## src/lcdsm_pkg.sv

```systemverilog
package lcdsm_pkg;

  localparam int unsigned DISPLAY_POSITIONS = 11;
  localparam int unsigned MAP_COLUMNS       = 10;
  localparam int unsigned REG_BITS          = 56;
  localparam int unsigned NIB_COUNT         = 14;

  localparam logic [3:0] LAST_POS = 4'(DISPLAY_POSITIONS - 1);

  typedef enum logic [1:0] {
    MODE_REFRESH = 2'd0,
    MODE_BLINK   = 2'd1,
    MODE_OFF     = 2'd2,
    MODE_TOGGLE  = 2'd3
  } mode_e;

  typedef struct packed {
    logic [REG_BITS-1:0] lo;
    logic [REG_BITS-1:0] hi;
  } refresh_t;

  // Each entry: bit 8 selects the high register, bits 7:4 the nibble,
  // bits 3:0 the bit mask inside that nibble. A zero mask lights nothing.
  localparam logic [8:0] SEG_TABLE [0:DISPLAY_POSITIONS-1][0:MAP_COLUMNS-1] = '{
    '{9'h000, 9'h000, 9'h000, 9'h000, 9'h000, 9'h000, 9'h0B4, 9'h000, 9'h000, 9'h000},
    '{9'h052, 9'h058, 9'h048, 9'h0B8, 9'h044, 9'h051, 9'h054, 9'h098, 9'h094, 9'h000},
    '{9'h068, 9'h072, 9'h062, 9'h042, 9'h061, 9'h064, 9'h071, 9'h038, 9'h034, 9'h041},
    '{9'h0C8, 9'h0D2, 9'h0C2, 9'h032, 9'h0C1, 9'h0C4, 9'h0D1, 9'h0D8, 9'h0D4, 9'h031},
    '{9'h082, 9'h088, 9'h078, 9'h022, 9'h074, 9'h081, 9'h084, 9'h092, 9'h091, 9'h021},
    '{9'h0A8, 9'h0B2, 9'h0A2, 9'h018, 9'h0A1, 9'h0A4, 9'h0B1, 9'h028, 9'h024, 9'h014},
    '{9'h128, 9'h132, 9'h122, 9'h138, 9'h121, 9'h124, 9'h131, 9'h142, 9'h141, 9'h134},
    '{9'h152, 9'h158, 9'h148, 9'h118, 9'h144, 9'h151, 9'h154, 9'h162, 9'h161, 9'h114},
    '{9'h172, 9'h178, 9'h168, 9'h198, 9'h164, 9'h171, 9'h174, 9'h192, 9'h191, 9'h194},
    '{9'h1B8, 9'h1C2, 9'h1B2, 9'h182, 9'h1B1, 9'h1B4, 9'h1C1, 9'h188, 9'h184, 9'h181},
    '{9'h1D2, 9'h1D8, 9'h1C8, 9'h1A2, 9'h1C4, 9'h1D1, 9'h1D4, 9'h1A8, 9'h1A4, 9'h1A1}
  };

  function automatic logic [MAP_COLUMNS-1:0] seg_bits(
    input logic [3:0]          pos,
    input logic [REG_BITS-1:0] lo,
    input logic [REG_BITS-1:0] hi
  );
    logic [8:0]              ent;
    logic [REG_BITS-1:0]     src;
    logic [3:0]              nib;
    logic [MAP_COLUMNS-1:0]  bits;
    bits = '0;
    for (int s = 0; s < MAP_COLUMNS; s++) begin
      ent     = SEG_TABLE[pos][s];
      src     = ent[8] ? hi : lo;
      nib     = src[4*ent[7:4] +: 4];
      bits[s] = |(nib & ent[3:0]);
    end
    return bits;
  endfunction

endpackage

```

## src/lcdsm_front.sv

```systemverilog
module lcdsm_front (
  input  logic                       clk_i,
  input  logic                       rst_ni,
  input  logic                       push_i,
  input  logic [1:0]                 mode_i,
  input  logic [55:0]                low_register_nibbles_i,
  input  logic [55:0]                high_register_nibbles_i,
  input  logic [15:0]                blink_divisor_i,
  input  logic                       q_full_i,
  output logic                       full_o,
  output logic                       q_push_o,
  output lcdsm_pkg::refresh_t        q_data_o
);
  import lcdsm_pkg::*;

  logic        enabled_q, enabled_d;
  logic        blink_q, blink_d;
  logic        phase_q, phase_d;
  logic [15:0] count_q, count_d;
  logic [15:0] count_dec;
  logic        accept;
  logic        visible;
  mode_e       mode;

  assign mode      = mode_e'(mode_i);
  assign full_o    = q_full_i;
  assign accept    = push_i & ~q_full_i;
  assign visible   = enabled_q & (~blink_q | phase_q);
  assign count_dec = count_q - 16'd1;

  // The visibility decision uses the state before this item, so a blanked
  // refresh simply carries all-zero registers to the back end.
  assign q_push_o    = accept & (mode == MODE_REFRESH);
  assign q_data_o.lo = low_register_nibbles_i & {REG_BITS{visible}};
  assign q_data_o.hi = high_register_nibbles_i & {REG_BITS{visible}};

  always_comb begin
    enabled_d = enabled_q;
    blink_d   = blink_q;
    phase_d   = phase_q;
    count_d   = count_q;
    if (accept) begin
      unique case (mode)
        MODE_REFRESH: begin
          if (blink_q) begin
            if (count_dec == 16'd0) begin
              phase_d = ~phase_q;
              count_d = blink_divisor_i;
            end else begin
              count_d = count_dec;
            end
          end
        end
        MODE_BLINK: begin
          enabled_d = 1'b1;
          blink_d   = 1'b1;
          phase_d   = 1'b1;
          count_d   = blink_divisor_i;
        end
        MODE_OFF: begin
          enabled_d = 1'b0;
          blink_d   = 1'b0;
        end
        MODE_TOGGLE: begin
          enabled_d = ~enabled_q;
        end
        default: begin
          enabled_d = enabled_q;
        end
      endcase
    end
  end

  always_ff @(posedge clk_i or negedge rst_ni) begin
    if (!rst_ni) begin
      enabled_q <= 1'b0;
      blink_q   <= 1'b0;
      phase_q   <= 1'b0;
      count_q   <= '0;
    end else begin
      enabled_q <= enabled_d;
      blink_q   <= blink_d;
      phase_q   <= phase_d;
      count_q   <= count_d;
    end
  end

endmodule

```

## src/lcdsm_fifo.sv

```systemverilog
module lcdsm_fifo #(
  parameter int unsigned DEPTH = 2
) (
  input  logic                clk_i,
  input  logic                rst_ni,
  input  logic                wr_en_i,
  input  lcdsm_pkg::refresh_t wr_data_i,
  output logic                full_o,
  input  logic                rd_en_i,
  output lcdsm_pkg::refresh_t rd_data_o,
  output logic                empty_o
);
  import lcdsm_pkg::*;

  localparam int unsigned PtrW = (DEPTH > 1) ? $clog2(DEPTH) : 1;
  localparam int unsigned CntW = $clog2(DEPTH + 1);
  localparam logic [PtrW-1:0] PtrLast = PtrW'(DEPTH - 1);

  refresh_t            mem_q [DEPTH];
  logic [PtrW-1:0]     wr_ptr_q, rd_ptr_q;
  logic [CntW-1:0]     count_q;
  logic                do_wr, do_rd;

  assign full_o    = (count_q == CntW'(DEPTH));
  assign empty_o   = (count_q == '0);
  assign do_wr     = wr_en_i & ~full_o;
  assign do_rd     = rd_en_i & ~empty_o;
  assign rd_data_o = mem_q[rd_ptr_q];

  always_ff @(posedge clk_i) begin
    if (do_wr) begin
      mem_q[wr_ptr_q] <= wr_data_i;
    end
  end

  always_ff @(posedge clk_i or negedge rst_ni) begin
    if (!rst_ni) begin
      wr_ptr_q <= '0;
      rd_ptr_q <= '0;
      count_q  <= '0;
    end else begin
      if (do_wr) begin
        wr_ptr_q <= (wr_ptr_q == PtrLast) ? '0 : wr_ptr_q + 1'b1;
      end
      if (do_rd) begin
        rd_ptr_q <= (rd_ptr_q == PtrLast) ? '0 : rd_ptr_q + 1'b1;
      end
      if (do_wr && !do_rd) begin
        count_q <= count_q + 1'b1;
      end else if (do_rd && !do_wr) begin
        count_q <= count_q - 1'b1;
      end
    end
  end

endmodule

```

## src/lcdsm_back.sv

```systemverilog
module lcdsm_back (
  input  logic                clk_i,
  input  logic                rst_ni,
  input  logic                q_empty_i,
  input  lcdsm_pkg::refresh_t q_data_i,
  output logic                q_pop_o,
  input  logic                pop_i,
  output logic                empty_o,
  output logic [3:0]          digit_position_o,
  output logic [9:0]          segment_bits_o,
  output logic                last_digit_o
);
  import lcdsm_pkg::*;

  logic                   busy_q;
  logic [3:0]             pos_q;
  refresh_t               cur_q;
  logic                   out_valid_q;
  logic [3:0]             out_pos_q;
  logic [MAP_COLUMNS-1:0] out_bits_q;
  logic                   out_last_q;
  logic                   out_free;
  logic                   emit;
  logic                   finish;

  assign out_free = ~out_valid_q | pop_i;
  assign emit     = busy_q & out_free;
  assign finish   = emit & (pos_q == LAST_POS);
  // Load the next refresh as soon as the current one hands off its last digit.
  assign q_pop_o  = (~busy_q | finish) & ~q_empty_i;

  assign empty_o          = ~out_valid_q;
  assign digit_position_o = out_pos_q;
  assign segment_bits_o   = out_bits_q;
  assign last_digit_o     = out_last_q;

  always_ff @(posedge clk_i) begin
    if (q_pop_o) begin
      cur_q <= q_data_i;
    end
    if (emit) begin
      out_pos_q  <= pos_q;
      out_bits_q <= seg_bits(pos_q, cur_q.lo, cur_q.hi);
      out_last_q <= (pos_q == LAST_POS);
    end
  end

  always_ff @(posedge clk_i or negedge rst_ni) begin
    if (!rst_ni) begin
      busy_q      <= 1'b0;
      pos_q       <= '0;
      out_valid_q <= 1'b0;
    end else begin
      if (emit) begin
        out_valid_q <= 1'b1;
      end else if (pop_i) begin
        out_valid_q <= 1'b0;
      end
      if (q_pop_o) begin
        busy_q <= 1'b1;
        pos_q  <= '0;
      end else if (finish) begin
        busy_q <= 1'b0;
      end else if (emit) begin
        pos_q <= pos_q + 4'd1;
      end
    end
  end

endmodule

```

## src/calculator_lcd_segment_mapper_top.sv

```systemverilog
// Segment mapper for a calculator display. Each refresh transaction carries the
// two display RAM registers and produces eleven digit transactions, one per
// cycle unless pop stalls, leftmost position first; blink, off and toggle
// transactions only update the display state and produce nothing. The front end
// takes one transaction per cycle as long as the refresh queue (QUEUE_DEPTH
// entries) has room; the back end runs one table lookup per cycle unless pop
// stalls, feeding the result register, and loads the next refresh as the last
// digit leaves. A refresh passes the queue, the current-refresh register and the
// result register before its first digit shows. blink_divisor sits at address 0.
module calculator_lcd_segment_mapper_top #(
  parameter int unsigned QUEUE_DEPTH = 2
) (
  input  logic        clk_i,
  input  logic        rst_ni,
  input  logic        push,
  output logic        full,
  input  logic [1:0]  mode_i,
  input  logic [55:0] low_register_nibbles_i,
  input  logic [55:0] high_register_nibbles_i,
  output logic        empty,
  input  logic        pop,
  output logic [3:0]  digit_position_o,
  output logic [9:0]  segment_bits_o,
  output logic        last_digit_o,
  input  logic        psel,
  input  logic        penable,
  input  logic        pwrite,
  input  logic [2:0]  paddr,
  input  logic [31:0] pwdata,
  output logic [31:0] prdata,
  output logic        pready
);
  import lcdsm_pkg::*;

  logic [15:0] divisor_q;
  logic        cfg_wr;
  logic        q_push, q_pop, q_full, q_empty;
  refresh_t    q_wdata, q_rdata;

  assign pready = 1'b1;
  assign cfg_wr = psel & penable & pwrite & (paddr[2] == 1'b0);
  assign prdata = (paddr[2] == 1'b0) ? {16'd0, divisor_q} : 32'd0;

  always_ff @(posedge clk_i or negedge rst_ni) begin
    if (!rst_ni) begin
      divisor_q <= 16'd150;
    end else if (cfg_wr) begin
      divisor_q <= pwdata[15:0];
    end
  end

  lcdsm_front u_front (
    .clk_i                   (clk_i),
    .rst_ni                  (rst_ni),
    .push_i                  (push),
    .mode_i                  (mode_i),
    .low_register_nibbles_i  (low_register_nibbles_i),
    .high_register_nibbles_i (high_register_nibbles_i),
    .blink_divisor_i         (divisor_q),
    .q_full_i                (q_full),
    .full_o                  (full),
    .q_push_o                (q_push),
    .q_data_o                (q_wdata)
  );

  lcdsm_fifo #(
    .DEPTH (QUEUE_DEPTH)
  ) u_fifo (
    .clk_i     (clk_i),
    .rst_ni    (rst_ni),
    .wr_en_i   (q_push),
    .wr_data_i (q_wdata),
    .full_o    (q_full),
    .rd_en_i   (q_pop),
    .rd_data_o (q_rdata),
    .empty_o   (q_empty)
  );

  lcdsm_back u_back (
    .clk_i            (clk_i),
    .rst_ni           (rst_ni),
    .q_empty_i        (q_empty),
    .q_data_i         (q_rdata),
    .q_pop_o          (q_pop),
    .pop_i            (pop),
    .empty_o          (empty),
    .digit_position_o (digit_position_o),
    .segment_bits_o   (segment_bits_o),
    .last_digit_o     (last_digit_o)
  );

endmodule

```

## config.mk

```make
export PLATFORM = sky130hd
export DESIGN_NAME = calculator_lcd_segment_mapper_top
export DESIGN_NICKNAME = d
export VERILOG_FILES = /design/src/lcdsm_pkg.sv /design/src/lcdsm_front.sv /design/src/lcdsm_fifo.sv /design/src/lcdsm_back.sv /design/src/calculator_lcd_segment_mapper_top.sv
export SDC_FILE = /design/constraint.sdc
export NUM_CORES = 1
export LEC_CHECK = 0
export BUFFER_PORTS_ARGS = -buffer_cell sky130_fd_sc_hd__buf_4
export CORE_MARGIN = 3
export CORE_UTILIZATION = 30
export DETAILED_ROUTE_END_ITERATION = 10
export GPL_ROUTABILITY_DRIVEN = 0
export SKIP_CTS_REPAIR_TIMING = 1
export SLEW_MARGIN = 20
export SYNTH_ARGS = -nofsm -noshare
export SYNTH_HDL_FRONTEND = slang
export SYNTH_SLANG_ARGS = --single-unit
```

## constraint.sdc

```tcl
create_clock -name clk_i -period 10.6 [get_ports clk_i]
set_input_delay 1.06 -clock clk_i [delete_from_list [all_inputs] [get_ports clk_i]]
set_output_delay 1.06 -clock clk_i [all_outputs]
set_load 0.02 [all_outputs]
```

==> results.cfg, run 1 <==
[status]
status = finished, final reports clean

[final_layout]
drive_above_1_share_pct = 27.5
diodes = 0
final_cell_mix = edfxtp_1 (351), mux2i_1 (195), buf_4 (191)
final_area_sq_mm = 0.0230
nets = 1735
layout_commonest_cell = edfxtp_1
n_fill_cell = 6168
area_growth_pct = 18.5

[logic_synthesis]
ys_types = 73
async_flop_share_pct = 11.4
ys_ff_latch = 396
netlist_area_sq_mm = 0.0194
syn_inst = 1408
synth_edf_count = 351
ys.warnings.count = 0
seq_area_frac_synth_pct = 60.2
syn_avg_cell_area_sq_um = 13.8
synth_ff_type = edfxtp_1

[worst_setup_path]
arrival_ps = 4710
path_buf_inv = 3
cp_slowest_cell = a21oi_2
cpPeakStageDelay_ps = 630
critPathKind = reg -> reg
r2r-start = u_back.pos_q[1]
crit_path_start = u_back.pos_q[1]
worst_ep_required_time_ps = 11010
cp-start-kind = flop
cp.depth = 11
crit_family = compound AO/OA/AOI/OAI gates
crit_path_end = u_back.segment_bits_o[8]
path_cells = inv_1, ha_1, inv_1, ha_1, a21oi_2, buf_4, mux2i_1, nand3_1, and3_1, a221oi_1, a32o_1
path_max_fanout = 16
end_kind = flop
r2r_slack_ps = 6300
worst_r2r_endpoint = u_back.segment_bits_o[8]
r2r_cells = 11

[timing]
hold_viol = 0
worstMarginPinSlew_ps = 1100
fin_crit_ps = 4300
finalClockSkew_ps = 20.5
tns_ps = 0
fin_crit_sh_pct = 40.6
slew_headroom_pct = 25.7
setup_viol = 0
max_freq_mhz = 232
rsz0062_at_grt = false
fin_hold_ws_ps = 480
drv_slew = 0

[route]
ant_nets = 0
vias = 11900
remaining_drc_errors = 0
first_pass_iters = 5
post_drt_wl_per_cell_microns = 19.1
via_per_inst = 4.85
dr.first_iter.drc_count = 795
wl_microns = 46700

[clocking]
clk_latency_ps = 560
clk_path_buf_depth = 3
cts_root_buf = clkbuf_16
htreeDepth = 2
cts_made_buffers = 42
cts.clk_slew.worst_paths_ps = 70
tritoncts = built
clock_sinks = 396

[pwr]
powerDensity_mw_per_mm2 = 299
vdd_drop_max_mv = 0.176
cellLeakagePower_nw = 8.56

[floorplan]
core_sq_mm = 0.0635
fp.dieW_microns = 260
rows = 92
start_util_pct = 30.5
top_level_ports = 206
die_area_sq_mm = 0.0677
die_y_microns = 260

[job]
maxCapViolCount = 0

[global_routing]
grt_pass1_vias = 11900
grt_pass1_wl_microns = 71300
grt_use_met1_pct = 17.9
grt.met2_usage_pct = 22.8
grt_max_degree = 113
antenna_found_initial = 1
met3_usage_pct = 2.27
overflow = 0
grt_use_total_pct = 13.6
grt_busiest_layer = met2

[place]
hpwl_microns = 31400
placed_area_sq_mm = 0.0215
io_buffers = 170

[worst_hold_path]
min_path_cells = 1
hold_class = reg -> reg
==> kinds of logic after synthesis <==
family / after synthesis / share of synthesized area, %
AOI/OAI and AO/OA: 201 / 6.70
xor gates and xnor gates: 13 / 0.626
adders and majority gates: 15 / 0.967
buffers and inverters: 114 / 3.05
DFF: 396 / 60.2
muxes: 343 / 19.2
other: 2 / 0.0387
and+or+nand+nor: 324 / 9.22
==> state kept, by name, indices dropped and copies added, names as in the netlist, 2 cells and up <==
register                 cells
divisor_q                   16
u_fifo.mem_q               224
u_back.segment_bits_o       10
u_front.count_q             16
u_back.cur_q               112
u_back.digit_position_o      4
u_fifo.count_q               2
u_back.pos_q                 4
==> final cells by class <==
cell class | count | area (sq um) | share of cell area, %
Multi-Input combinational cell | 913 | 7280 | 31.7
Inverter | 19 | 71.3 | 0.310
Timing Repair Buffer | 192 | 1450 | 6.29
Clock buffer | 58 | 1210 | 5.29
Clock inverter | 19 | 243 | 1.06
Tap cell | 846 | 1060 | 4.60
Sequential cell | 396 | 11700 | 50.8
==> through the flow <==
step | instances | worst slack (ps) | util [%] | power (W)
after floorplan | 1423 | 2430 | - | 0.00445
after global placement | 2365 | 6510 | 33.9 | 0.00530
after detailed placement | 2365 | 6490 | 33.9 | 0.00534
after CTS | 2442 | 6460 | 36.1 | 0.00691
after global routing | 2443 | 6150 | 36.2 | 0.00726
final | 2443 | 6300 | 36.2 | 0.00687
==> synth_stat cells, drive strengths merged (3+ instances only) <==
cell / number / share of area [%]
a211oi: 15 / 0.61
a221oi: 6 / 0.27
o22ai: 7 / 0.23
nor2: 44 / 0.85
a211o: 5 / 0.23
o21ai: 49 / 1.3
buf: 61 / 2.0
o211ai: 15 / 0.58
mux2i: 195 / 10
nand4: 4 / 0.13
xnor2: 6 / 0.27
a22oi: 4 / 0.15
or3: 3 / 0.10
o31ai: 5 / 0.19
ha: 15 / 0.97
edfxtp: 351 / 54
a31oi: 10 / 0.32
nand2: 64 / 1.2
nand3: 14 / 0.36
nand2b: 8 / 0.26
mux4: 10 / 1.2
a21oi: 56 / 1.5
inv: 18 / 0.35
clkbuf: 34 / 0.66
mux2: 138 / 8.0
nor4b: 3 / 0.14
and3: 4 / 0.13
a21o: 8 / 0.31
dfstp: 4 / 0.54
and2: 120 / 3.9
nor3: 13 / 0.36
nor2b: 28 / 0.90
xor2: 7 / 0.35
nor4: 10 / 0.46
dfrtp: 41 / 5.3
==> layer usage <==
| layer | vias to the layer above | wire length (microns) |
|---|---|---|
| li1 | 5593 | - |
| met1 | 5870 | 20500 |
| met2 | 307 | 22700 |
| met3 | 90 | 2030 |
| met4 | 0 | 1410 |
| met5 | - | 0 |
==> power breakdown <==
part	switching, W	internal (W)	total [W]
sequential	0.000161	0.00203	0.00219
combinational	0.00188	0.00126	0.00314
clock	0.000592	0.000946	0.00154
==> worst reg2reg max path, cell delays in order, from the launching register on <==
cell,delay (ps)
dfrtp_1,610
inv_1,310
ha_1,600
inv_1,200
ha_1,330
a21oi_2,640
buf_4,370
mux2i_1,260
nand3_1,90
and3_1,260
a221oi_1,290
a32o_1,220
==> worst min-delay path by stage <==
stage                       from           endpoint  slack, ps
2_1_floorplan  u_fifo.count_q[1]  u_fifo.count_q[1]        460
3_3_place_gp   u_fifo.count_q[1]  u_fifo.count_q[1]        480
3_5_place_dp   u_fifo.count_q[1]  u_fifo.count_q[1]        480
4_1_cts        u_fifo.count_q[1]  u_fifo.count_q[1]        480
5_1_grt                   rst_ni       divisor_q[8]        540
6_report       u_fifo.count_q[1]  u_fifo.count_q[1]        480
Note: power is estimated with default switching activity, not from simulation.
==> run 2, diff against run 1 <==
==> constraint.sdc (replaced) <==
create_clock -name clk_i -period 3.97 [get_ports clk_i]
set_input_delay 0.397 -clock clk_i [delete_from_list [all_inputs] [get_ports clk_i]]
set_output_delay 0.397 -clock clk_i [all_outputs]
set_load 0.02 [all_outputs]
==> run 2 against run 1 <==
Effect of this change: global-route usage hardly changed; highest routed layer unchanged; largest power group unchanged; sequential share of layout area fell by 0.56 points; largest cell class unchanged; hold slack lost 400 ps; critical endpoint is now u_back.segment_bits_o[1].
==> results.cfg, run 2 (same netlist as run 1, synthesis figures left out) <==
[timing]
worstMarginPinSlew_ps = 925
fin_crit_sh_pct = 86.5
finalClockSkew_ps = 14.2
worst_slack_ps = 534
rsz0062_at_grt = false
setup_viol = 0
drv_slew = 0
tns_ps = 0
max_freq_mhz = 291
slew_headroom_pct = 37.7
fin_crit_ps = 3440
hold_viol = 0

[final_layout]
n_fill_cell = 6084
ff_latch_area_sq_mm = 0.0117
regMostFlops = u_fifo.mem_q
final_area_sq_mm = 0.0232
diodes = 0
largest_reg_flops = 224
multi_input_area_sq_mm = 0.00730
layout_commonest_cell = edfxtp_1
drive_above_1_share_pct = 29.6
final_cell_mix = edfxtp_1 (351), buf_4 (231), mux2i_1 (195)
nets = 1780
top_regs = u_fifo.mem_q (224), u_back.cur_q (112)
area_growth_pct = 19.8

[floorplan]
rows = 92
die_y_microns = 260
top_level_ports = 206
core_sq_mm = 0.0635
die_area_sq_mm = 0.0677
start_util_pct = 30.5
fp.dieW_microns = 260

[pwr]
powerDensity_mw_per_mm2 = 788
p_clk_share_pct = 20.0
p_int_w = 0.0113
p_seq_share_pct = 32.1
swShare_pct = 38.6
vdd_drop_max_mv = 0.383
cellLeakagePower_nw = 8.70
p_sw_w = 0.00707
combPwrFrac_pct = 48.0
power_w = 0.0183

[clocking]
htreeDepth = 2
cts.clk_slew.worst_paths_ps = 60
cts_root_buf = clkbuf_16
cts_made_buffers = 41
clk_latency_ps = 550
tritoncts = built
clock_sinks = 396
clk_path_buf_depth = 3

[place]
hpwl_microns = 32200
placed_area_sq_mm = 0.0220
dpl_worst_slack_ps = 592
io_buffers = 170

[worst_setup_path]
critPathKind = reg -> reg
path_max_fanout = 24
worst_ep_required_time_ps = 4240
cp-start-kind = flop
end_kind = flop
arrival_ps = 3700

[status]
status = finished, final reports clean

[route]
ant_nets = 0
post_drt_wl_per_cell_microns = 18.7
remaining_drc_errors = 0
wl_microns = 46400
first_pass_iters = 5
dr.first_iter.drc_count = 784
vias = 11900
via_per_inst = 4.81

[global_routing]
grt_use_met1_pct = 17.7
grt.met2_usage_pct = 22.7
grt_pass1_wl_microns = 71200
grt_pass1_vias = 12300
met3_usage_pct = 2.14
grt_busiest_layer = met2
grt_use_total_pct = 13.6
overflow = 0
antenna_found_initial = 0
grt_max_degree = 84

[job]
maxCapViolCount = 0

[worst_hold_path]
hold_class = in -> reg
==> run 2: cell types whose count changed in the layout (fill, tap and decap cells not counted), moves of 2 or more <==
cell	delta
buf_12	+6
inv_6	+2
clkinv_1	+3
clkbuf_8	-2
ha_1	-2
nand2_1	-2
inv_1	-2
clkbuf_16	-4
nand2_2	+2
buf_4	+40
clkbuf_1	-2
clkinv_2	-2
bufinv_16	-3
==> run 2: path summary, 6_finish.rpt <==
check | startpoint | end | slack (ps) | cells after the start
worst max register to register | u_back.pos_q[3] | u_back.segment_bits_o[1] | 530 | 7
max in group asynchronous | rst_ni | u_fifo.rd_ptr_q | 3020 | 2
worst max-delay path | u_back.pos_q[3] | u_back.segment_bits_o[1] | 530 | 7
worst min register to register | u_fifo.count_q[1] | u_fifo.count_q[1] | 500 | 1
worst min-delay path | pwdata[8] | divisor_q[8] | 80 | 2
min in group asynchronous | rst_ni | divisor_q[6] | 430 | 2
==> run 2: area by class of cell <==
cell class / count / share of cell area, %
clock buffer: 50 / 4.65
multi-input combinational: 913 / 31.4
inverter: 19 / 0.318
sequential: 396 / 50.2
timing repair buffer: 238 / 8.02
clock inverter: 21 / 0.807
tap: 846 / 4.55
==> run 2: through the flow <==
step                      util (%)  instances  hold slack [ps]
after global routing          36.6       2483             51.6
after CTS                     36.6       2482             -120
after detailed placement      34.6       2411              489
final                         36.6       2483             76.6
after floorplan                  -       1423              101
after global placement        34.6       2411              476
==> run 2: layer usage <==
layer	part of all wire, %	vias up
met2	49	357
met5	0	-
li1	-	5673
met1	43	5837
met4	3.0	0
met3	4.8	78
==> run 2: power groups by stage <==
stage          Combinational [W]  Clock (W)  Sequential, W
2_1_floorplan            0.00610          0        0.00579
5_1_grt                  0.00945    0.00394        0.00595
3_3_place_gp             0.00860          0        0.00594
6_report                 0.00879    0.00366        0.00587
4_1_cts                  0.00875    0.00377        0.00588
3_5_place_dp             0.00872          0        0.00596
==> run 2: critical path: stages (launching register included) <==
cell and delay (ps):
dfrtp_1 930, clkinv_1 530, nor2_1 360, a31o_2 360, a21boi_0 220, o211ai_1 110
a221oi_1 460, a21oi_1 180
==> run 3, diff against run 2 <==
--- a/config.mk
+++ b/config.mk
@@ -5,7 +5,7 @@
 export SDC_FILE = /design/constraint.sdc
 export NUM_CORES = 1
 export LEC_CHECK = 0
-export BUFFER_PORTS_ARGS = -buffer_cell sky130_fd_sc_hd__buf_4
+export BUFFER_PORTS_ARGS = -buffer_cell sky130_fd_sc_hd__buf_2
 export CORE_MARGIN = 3
 export CORE_UTILIZATION = 30
 export DETAILED_ROUTE_END_ITERATION = 10
@@ -14,4 +14,5 @@
 export SLEW_MARGIN = 20
 export SYNTH_ARGS = -nofsm -noshare
 export SYNTH_HDL_FRONTEND = slang
+export SYNTH_HIERARCHICAL = 1
 export SYNTH_SLANG_ARGS = --single-unit
==> run 3 against run 2 <==
Effect of this change: via count increased by 6.1%; die area increased by 4.8%; clock skew rose by 11 ps; maximum frequency is 2.6% lower; combinational power fell by 3.4%; largest cell class unchanged.
==> results.cfg, run 3 <==
[logic_synthesis]
yosysTopAreaCellShare_pct = 51.8
syn_inst = 1444
async_flop_share_pct = 11.4
ys_types = 103
synth_ff_type = edfxtp_1
netlist_area_sq_mm = 0.0204
yosysMostFrequentCell = edfxtp_1
ys_ff_latch = 396
yosys.area.top_type = edfxtp_1
synth.area.top_cells = edfxtp_1 (52%), mux2_4 (5.9%), dfrtp_1 (5.0%)
ys_top_cells_by_count = edfxtp_1 (351), and2_1 (119), mux2i_1 (93)
synth_edf_count = 351
seq_area_frac_synth_pct = 57.3
ys.warnings.count = 6
syn_avg_cell_area_sq_um = 14.1

[final_layout]
final_cells = 2511
area_growth_pct = 15.3
top_regs = u_fifo/mem_q (224), u_back/cur_q (112)
drive_above_1_share_pct = 30.7
regMostFlops = u_fifo/mem_q
diodes = 0
final_cell_mix = edfxtp_1 (351), buf_2 (170), and2_1 (119)
layout_commonest_cell = edfxtp_1
n_fill_cell = 6350
ff_latch_area_sq_mm = 0.0117
nets = 1787
largest_reg_flops = 224
multi_input_area_sq_mm = 0.00801

[worst_setup_path]
end_kind = flop
r2r-start = u_back/pos_q[0]
r2r_cells = 10
worst_ep_required_time_ps = 4290
arrival_ps = 3850
path_max_fanout = 20
r2r_slack_ps = 440
worst_r2r_endpoint = u_back/segment_bits_o[6]
cp-start-kind = flop
critPathKind = reg -> reg

[floorplan]
die_area_sq_mm = 0.0710
start_util_pct = 30.6
top_level_ports = 206
fp.dieW_microns = 266
core_sq_mm = 0.0665
die_y_microns = 266
rows = 94

[timing]
hold_viol = 0
fin_crit_ps = 3530
drv_slew = 0
finalClockSkew_ps = 25.2
max_freq_mhz = 283
fin_crit_sh_pct = 88.9
setup_viol = 0
worstMarginPinSlew_ps = 1100
rsz0062_at_grt = false
slew_headroom_pct = 26.1

[place]
io_buffers = 170
place_inst = 2436
hpwl_microns = 35300

[route]
post_drt_wl_per_cell_microns = 19.9
remaining_drc_errors = 0
vias = 12700
ant_nets = 0
wl_microns = 50000
via_per_inst = 5.05
dr.first_iter.drc_count = 1044
first_pass_iters = 6

[clocking]
htreeDepth = 2
clock_sinks = 396
clk_path_buf_depth = 3
clk_latency_ps = 560
cts_root_buf = clkbuf_16
cts_made_buffers = 41
tritoncts = built
cts.clk_slew.worst_paths_ps = 60

[pwr]
power_w = 0.0181
vdd_drop_max_mv = 0.372
cellLeakagePower_nw = 8.75
powerDensity_mw_per_mm2 = 769

[global_routing]
antenna_found_initial = 4
grt_pass1_vias = 12700
grt_use_total_pct = 13.7
overflow = 0
grt_max_degree = 73
grt_pass1_wl_microns = 75700

[worst_hold_path]
hold_class = in -> reg
hold_end = divisor_q[5]
min_path_cells = 2
hold_start = pwdata[5]

[status]
status = finished, final reports clean

[job]
maxCapViolCount = 0
-- run 3: cell types whose count changed after synthesis, moves of 16 or more --
cell | previous run | this run
a21oi_1 | 53 | 37
buf_6 | 2 | 19
mux2_2 | 138 | 69
mux2_4 | 0 | 80
mux2i_1 | 195 | 93
mux4_2 | 10 | 31
nand2_1 | 64 | 90
nand3_1 | 14 | 31
-- run 3: power breakdown --
part / switching (W) / internal, W / total [W]
combinational: 0.00489 / 0.00359 / 0.00849
clock: 0.00156 / 0.00220 / 0.00376
sequential: 0.000424 / 0.00538 / 0.00581
-- run 3: how the worst max path moves through the flow --
stage                          startpoint                        to  slack (ps)
after global routing      u_back/pos_q[0]  u_back/segment_bits_o[8]         300
after CTS                 u_back/pos_q[1]  u_back/segment_bits_o[0]         490
after detailed placement  u_back/pos_q[1]  u_back/segment_bits_o[0]         520
final                     u_back/pos_q[0]  u_back/segment_bits_o[6]         440
after floorplan           u_back/pos_q[0]         u_fifo/count_q[1]        -260
after global placement    u_back/pos_q[1]  u_back/segment_bits_o[0]         580
-- run 3: area by class of cell --
type | count | share of cell area (%)
tap | 864 | 4.60
clock buffer | 54 | 4.80
multi-input combinational | 942 | 34.1
clock inverter | 20 | 0.767
sequential | 396 | 49.7
inverter | 17 | 0.304
timing repair buffer | 218 | 5.65
-- run 3: through the flow --
stage                     setup slack, ps  hold slack, ps  setup TNS [ps]  utilization (%)  area, sq um
after global placement                582             405               0             33.3        22200
after global routing                  299            44.4               0             35.3        23500
final                                 441            75.8               0             35.3        23500
after floorplan                      -265             101            -408                -        20500
after detailed placement              518             415               0             33.3        22200
after CTS                             488            -208               0             35.3        23500
-- run 3: kinds of logic after synthesis --
family                   after synthesis  share of synthesized area (%)
AO/OA/AOI/OAI                        230                           8.35
adder cells (fa/ha/maj)               15                          0.922
flip-flops                           396                           57.3
buffers and inverters                121                           3.91
AND/OR/NAND/NOR                      393                           10.5
XOR/XNOR                               6                          0.258
other                                  2                         0.0369
multiplexers                         281                           18.7
-- run 3: worst max-delay path: stages, from the launching register on --
cell and delay [ps]:
dfrtp_2 670, inv_8 90, ha_1 340, and2_1 300
a21boi_2 510, buf_4 330, mux2i_1 220, mux2i_1 100
mux2i_1 230, o21ai_0 140, o22ai_1 350
-- run 3: per-layer routing --
layer	wire (microns)	up-vias	track usage (%)
met1	20800	6257	17.2
met2	24200	473	23.4
met5	48	-	0
met4	1610	8	4.67
li1	-	5833	-
met3	3310	99	3.14
